$ cat src/sv/pcpfl_pkg.sv
// Shared definitions for the per-CPU page free-list allocator.
// Holds parameter defaults, reset values, codes and the controller/datapath structs.
// No dependencies.
package pcpfl_pkg;

	localparam int NUM_CPUS_DEF   = 8;
	localparam int MAX_PAGES_DEF  = 32768;
	localparam int PAGE_BYTES_DEF = 4096;

	localparam logic [31:0] FIRST_RESET = 32'h8000_0000;
	localparam logic [31:0] TOP_RESET   = 32'h8800_0000;

	// Operation codes.
	localparam logic OP_ALLOC = 1'b0;
	localparam logic OP_FREE  = 1'b1;

	// Configuration register indexes.
	localparam logic CFG_FIRST = 1'b0;
	localparam logic CFG_TOP   = 1'b1;

	// Result status codes.
	localparam logic [1:0] STAT_OK  = 2'd0;
	localparam logic [1:0] STAT_OOM = 2'd1;
	localparam logic [1:0] STAT_BAD = 2'd2;

	typedef enum logic [1:0] {
		S_IDLE,
		S_EXEC,
		S_LINK
	} state_t;

	// Commands from the controller to the datapath.
	typedef struct packed {
		logic load;
		logic exec;
		logic link;
	} cmd_t;

	// Status from the datapath to the controller.
	typedef struct packed {
		logic out_free;
		logic need_link;
	} sts_t;

endpackage

$ cat src/sv/pcpfl_ctrl.sv
// Controller of the per-CPU page free-list allocator.
// Sequences accept, execute and link write-back; depends on pcpfl_pkg.
module pcpfl_ctrl (
	input  logic            clk,
	input  logic            arst_n,
	input  logic            in_valid,
	output logic            in_stall,
	input  pcpfl_pkg::sts_t sts,
	output pcpfl_pkg::cmd_t cmd
);
	import pcpfl_pkg::*;

	state_t state_q;
	state_t state_d;
	logic   accept_ok;

	// A new request can be taken while the previous one finishes its last cycle.
	always_comb begin
		case (state_q)
			S_IDLE:  accept_ok = 1'b1;
			S_LINK:  accept_ok = 1'b1;
			S_EXEC:  accept_ok = sts.out_free && !sts.need_link;
			default: accept_ok = 1'b0;
		endcase
	end

	always_comb begin
		state_d = state_q;
		if (in_valid && accept_ok) begin
			state_d = S_EXEC;
		end else begin
			case (state_q)
				S_IDLE:  state_d = S_IDLE;
				S_EXEC: begin
					if (!sts.out_free) begin
						state_d = S_EXEC;
					end else if (sts.need_link) begin
						state_d = S_LINK;
					end else begin
						state_d = S_IDLE;
					end
				end
				S_LINK:  state_d = S_IDLE;
				default: state_d = S_IDLE;
			endcase
		end
	end

	always_comb begin
		in_stall  = !accept_ok;
		cmd.load  = in_valid && accept_ok;
		cmd.exec  = (state_q == S_EXEC) && sts.out_free;
		cmd.link  = (state_q == S_LINK);
	end

	always_ff @(posedge clk or negedge arst_n) begin
		if (!arst_n) begin
			state_q <= S_IDLE;
		end else begin
			state_q <= state_d;
		end
	end

	a_link_one_cycle: assert property (@(posedge clk) disable iff (!arst_n)
		(state_q == S_LINK) |=> (state_q != S_LINK))
		else $error("link write-back lasted more than one cycle");

	a_exec_holds: assert property (@(posedge clk) disable iff (!arst_n)
		(state_q == S_EXEC && !sts.out_free) |=> (state_q == S_EXEC))
		else $error("request left execute while the result register was blocked");

	a_load_exec: assert property (@(posedge clk) disable iff (!arst_n)
		cmd.load |=> (state_q == S_EXEC))
		else $error("accepted request did not enter execute");

endmodule

$ cat config.mk
export PLATFORM = sky130hd
export DESIGN_NAME = pcpfl_ctrl
export DESIGN_NICKNAME = d
export VERILOG_FILES = /design/src/sv/pcpfl_pkg.sv /design/src/sv/pcpfl_ctrl.sv
export SDC_FILE = /design/constraint.sdc
export NUM_CORES = 1
export LEC_CHECK = 0
export BUFFER_PORTS_ARGS = -buffer_cell sky130_fd_sc_hd__clkbuf_2
export CORE_AREA = 3 3 40 42
export CTS_CLUSTER_SIZE = 16
export DETAILED_ROUTE_END_ITERATION = 6
export DIE_AREA = 0 0 43 45
export MAX_ROUTING_LAYER = met4
export PLACE_DENSITY_LB_ADDON = 0.08
export SYNTH_ARGS = -nofsm -noshare
export SYNTH_HDL_FRONTEND = slang
export SYNTH_SLANG_ARGS = --single-unit
$ cat constraint.sdc
create_clock -name clk -period 0.9 [get_ports clk]
set_input_delay 0 -clock clk [delete_from_list [all_inputs] [get_ports clk]]
set_output_delay 0 -clock clk [all_outputs]
set_load 0.005 [all_outputs]
==> flow_summary.ini <==
[drt]
wl_per_cell_um = 9.07
met1_length_um = 123
drt-pass1-iter-count = 2
dr_wl_met2_um = 197
wirelength_um = 381
maxUsedRoutingLayer = met4
vias = 144
vias_per_cell = 3.43
drtAntennaViolNets = 0
drt_iter0_drc = 1
dr_wl_met3_um = 45
drc = 0

[finish]
reg.largest.list = state_q: 2 flops
drive_above_1_share = 0.704
layout.area.seq_sq_um = 50.0
fillers = 157
top_register = state_q
multi_input_area_sq_um = 77.6
largest_register_ffs = 2
diodes = 0
syn2layout_area_growth_pct = 116
nets = 34

[worst_setup_path]
startpoint_type = flop
criticalPathCategory = reg2out
ff2ff_setup_slack_ns = -0.01
critPathMaxStageDelay_ns = 0.37
cpMaxStageDelayCell = dfrtp_1
crit_fanout = 2
path_buf_inv = 1
critPathRequiredTime_ns = 0.90
end_kind = output port
crit_family = flip-flops
arrival_ns = 1.11
crit_path_cell_trace = nand2b_4, o21a_1, nor2_1, buf_2

[logic_synthesis]
synthCells = 13
avgSynthCellArea_sq_um = 8.85
yosysTopAreaCellShare = 0.435
ys_seq_elements = 2
synth_seq_area_share = 0.435
ys_types = 8
synth_nets = 18
ys_warn_count = 0
async_flop_share = 1.00
yosys-top-cells-count = inv_1 (3), nor2_1 (3), dfrtp_1 (2)
synth_edf_count = 0
syn_area_sq_um = 115
ys_top_cells_by_area = dfrtp_1 (43%), nand2b_4 (12%), inv_1 (9.8%), nor2_1 (9.8%), a22o_1 (7.6%)
synthFlopType = dfrtp_1
synth_top_cell_by_area = dfrtp_1

[pwr]
p_per_area_mw_per_mm2 = 1780
irDropWorstVdd_uv = 359
finalPower_w = 0.000444
p_leak_nw = 0.127

[clock_network]
clock-sinks = 2
cts_tree = done
cts_max_level = 1
root_buffer = clkbuf_4
cts.clk_slew.worst_paths_ns = 0.03
cts_made_buffers = 3
clk_latency_ns = 0.22
clockBufferDepth = 2

[sta]
fin_skew_ns = 0.000867
slew_headroom = 0.922
fin_ws_ns = -0.214
setup_violations = 5
fmax_mhz = 898
fin_crit_ns = 1.11
fin_crit_sh = 1.24
rsz0062_at_grt = yes
finalMaxSlewViolations = 0
worst_pin_slew_ns = 0.117
hold_viol_final = 0

[placement]
dpl.hpwl_um = 276
gp_congestion = 0.577
dp_worst_setup_slack_ns = 0.0189
numPortBuffers = 8

[hold_path]
hp-class = in2reg

[die]
die_w_um = 43
die_area_sq_mm = 0.00194
ios = 9
core_sq_mm = 0.00128
fp.dieH_um = 45
start_util = 0.0896
fp-row-count = 13

[grt]
grt_max_degree = 4
grt_pass1_vias = 141
overflow = 0
track_usage = 0.0463
antenna_found_initial = 0
grt_pass1_wl_um = 538

[run_status]
status = finished, violations left
violations = setup timing

[flow_run]
cap_violations = 0
==> routing by layer <==
layer | up-vias | GRT usage
met5 | - | -
met4 | 0 | 0.0723
met3 | 2 | 0.0319
met2 | 7 | 0.0569
met1 | 65 | 0.0361
li1 | 70 | -
==> through the flow <==
| stage | setup TNS [ns] | hold WS, ns | instances | cell area, sq um | utilization |
|---|---|---|---|---|---|
| global route | -0.779 | 0.0621 | 42 | 249 | 0.194 |
| finish | -0.494 | 0.0617 | 42 | 249 | 0.194 |
| CTS | -0.556 | 0.0407 | 42 | 235 | 0.183 |
| floorplan | 0 | -0.296 | 13 | 115 | - |
| detailed placement | 0 | -0.213 | 37 | 181 | 0.141 |
| global placement | 0 | -0.212 | 37 | 181 | 0.141 |
==> where the power goes <==
group / total, W / switching, W / leakage, nW / internal (W)
sequential: 0.000110 / 0.00000812 / 0.0249 / 0.000102
combinational: 0.000137 / 0.0000622 / 0.0886 / 0.0000751
clock: 0.000197 / 0.0000502 / 0.0138 / 0.000147
total: 0.000444 / 0.000121 / 0.127 / 0.000324
==> final timing paths <==
check	from	to	depth (start not counted)
min in group asynchronous	arst_n	state_q[0]	2
worst min-delay path	in_valid	state_q[0]	2
worst min register to register	state_q[1]	state_q[0]	2
worst max-delay path	state_q[1]	cmd[2]	4
worst max register to register	state_q[1]	state_q[1]	4
max in group asynchronous	arst_n	state_q[1]	2
==> cell usage in the layout, fill, tap and decap left out <==
cell,Yosys,layout
dlygate4sd3_1,0,1
buf_2,0,2
o21a_1,1,1
buf_4,0,1
buf_6,0,1
and2_4,0,1
a22o_1,1,1
clkbuf_2,0,6
dfrtp_1,2,2
inv_2,0,1
nand2b_4,1,1
inv_1,3,2
o22ai_2,0,1
nor2_4,0,2
nor2_1,3,1
clkbuf_4,0,3
==> layout make-up <==
cell class / count / share of cell area
timing repair buffer: 11 / 0.276
inverter: 3 / 0.0452
multi-input combinational: 8 / 0.312
tap: 15 / 0.0754
sequential: 2 / 0.201
clock buffer: 3 / 0.0905
==> kinds of logic after synthesis <==
family          count (synthesis)  synth area share
compound gates                  3             0.196
simple gates                    5             0.272
flops                           2             0.435
buf+inv                         3            0.0978
==> timing repair <==
action	CTS	global route
endpoints found under the setup margin	4	6
pin swaps	0	2
gates resized for setup	5	5
hold buffers	1	0
endpoints found under the hold margin	2	0
buffers inserted	1	0
Note: power is estimated with default switching activity, not from simulation.
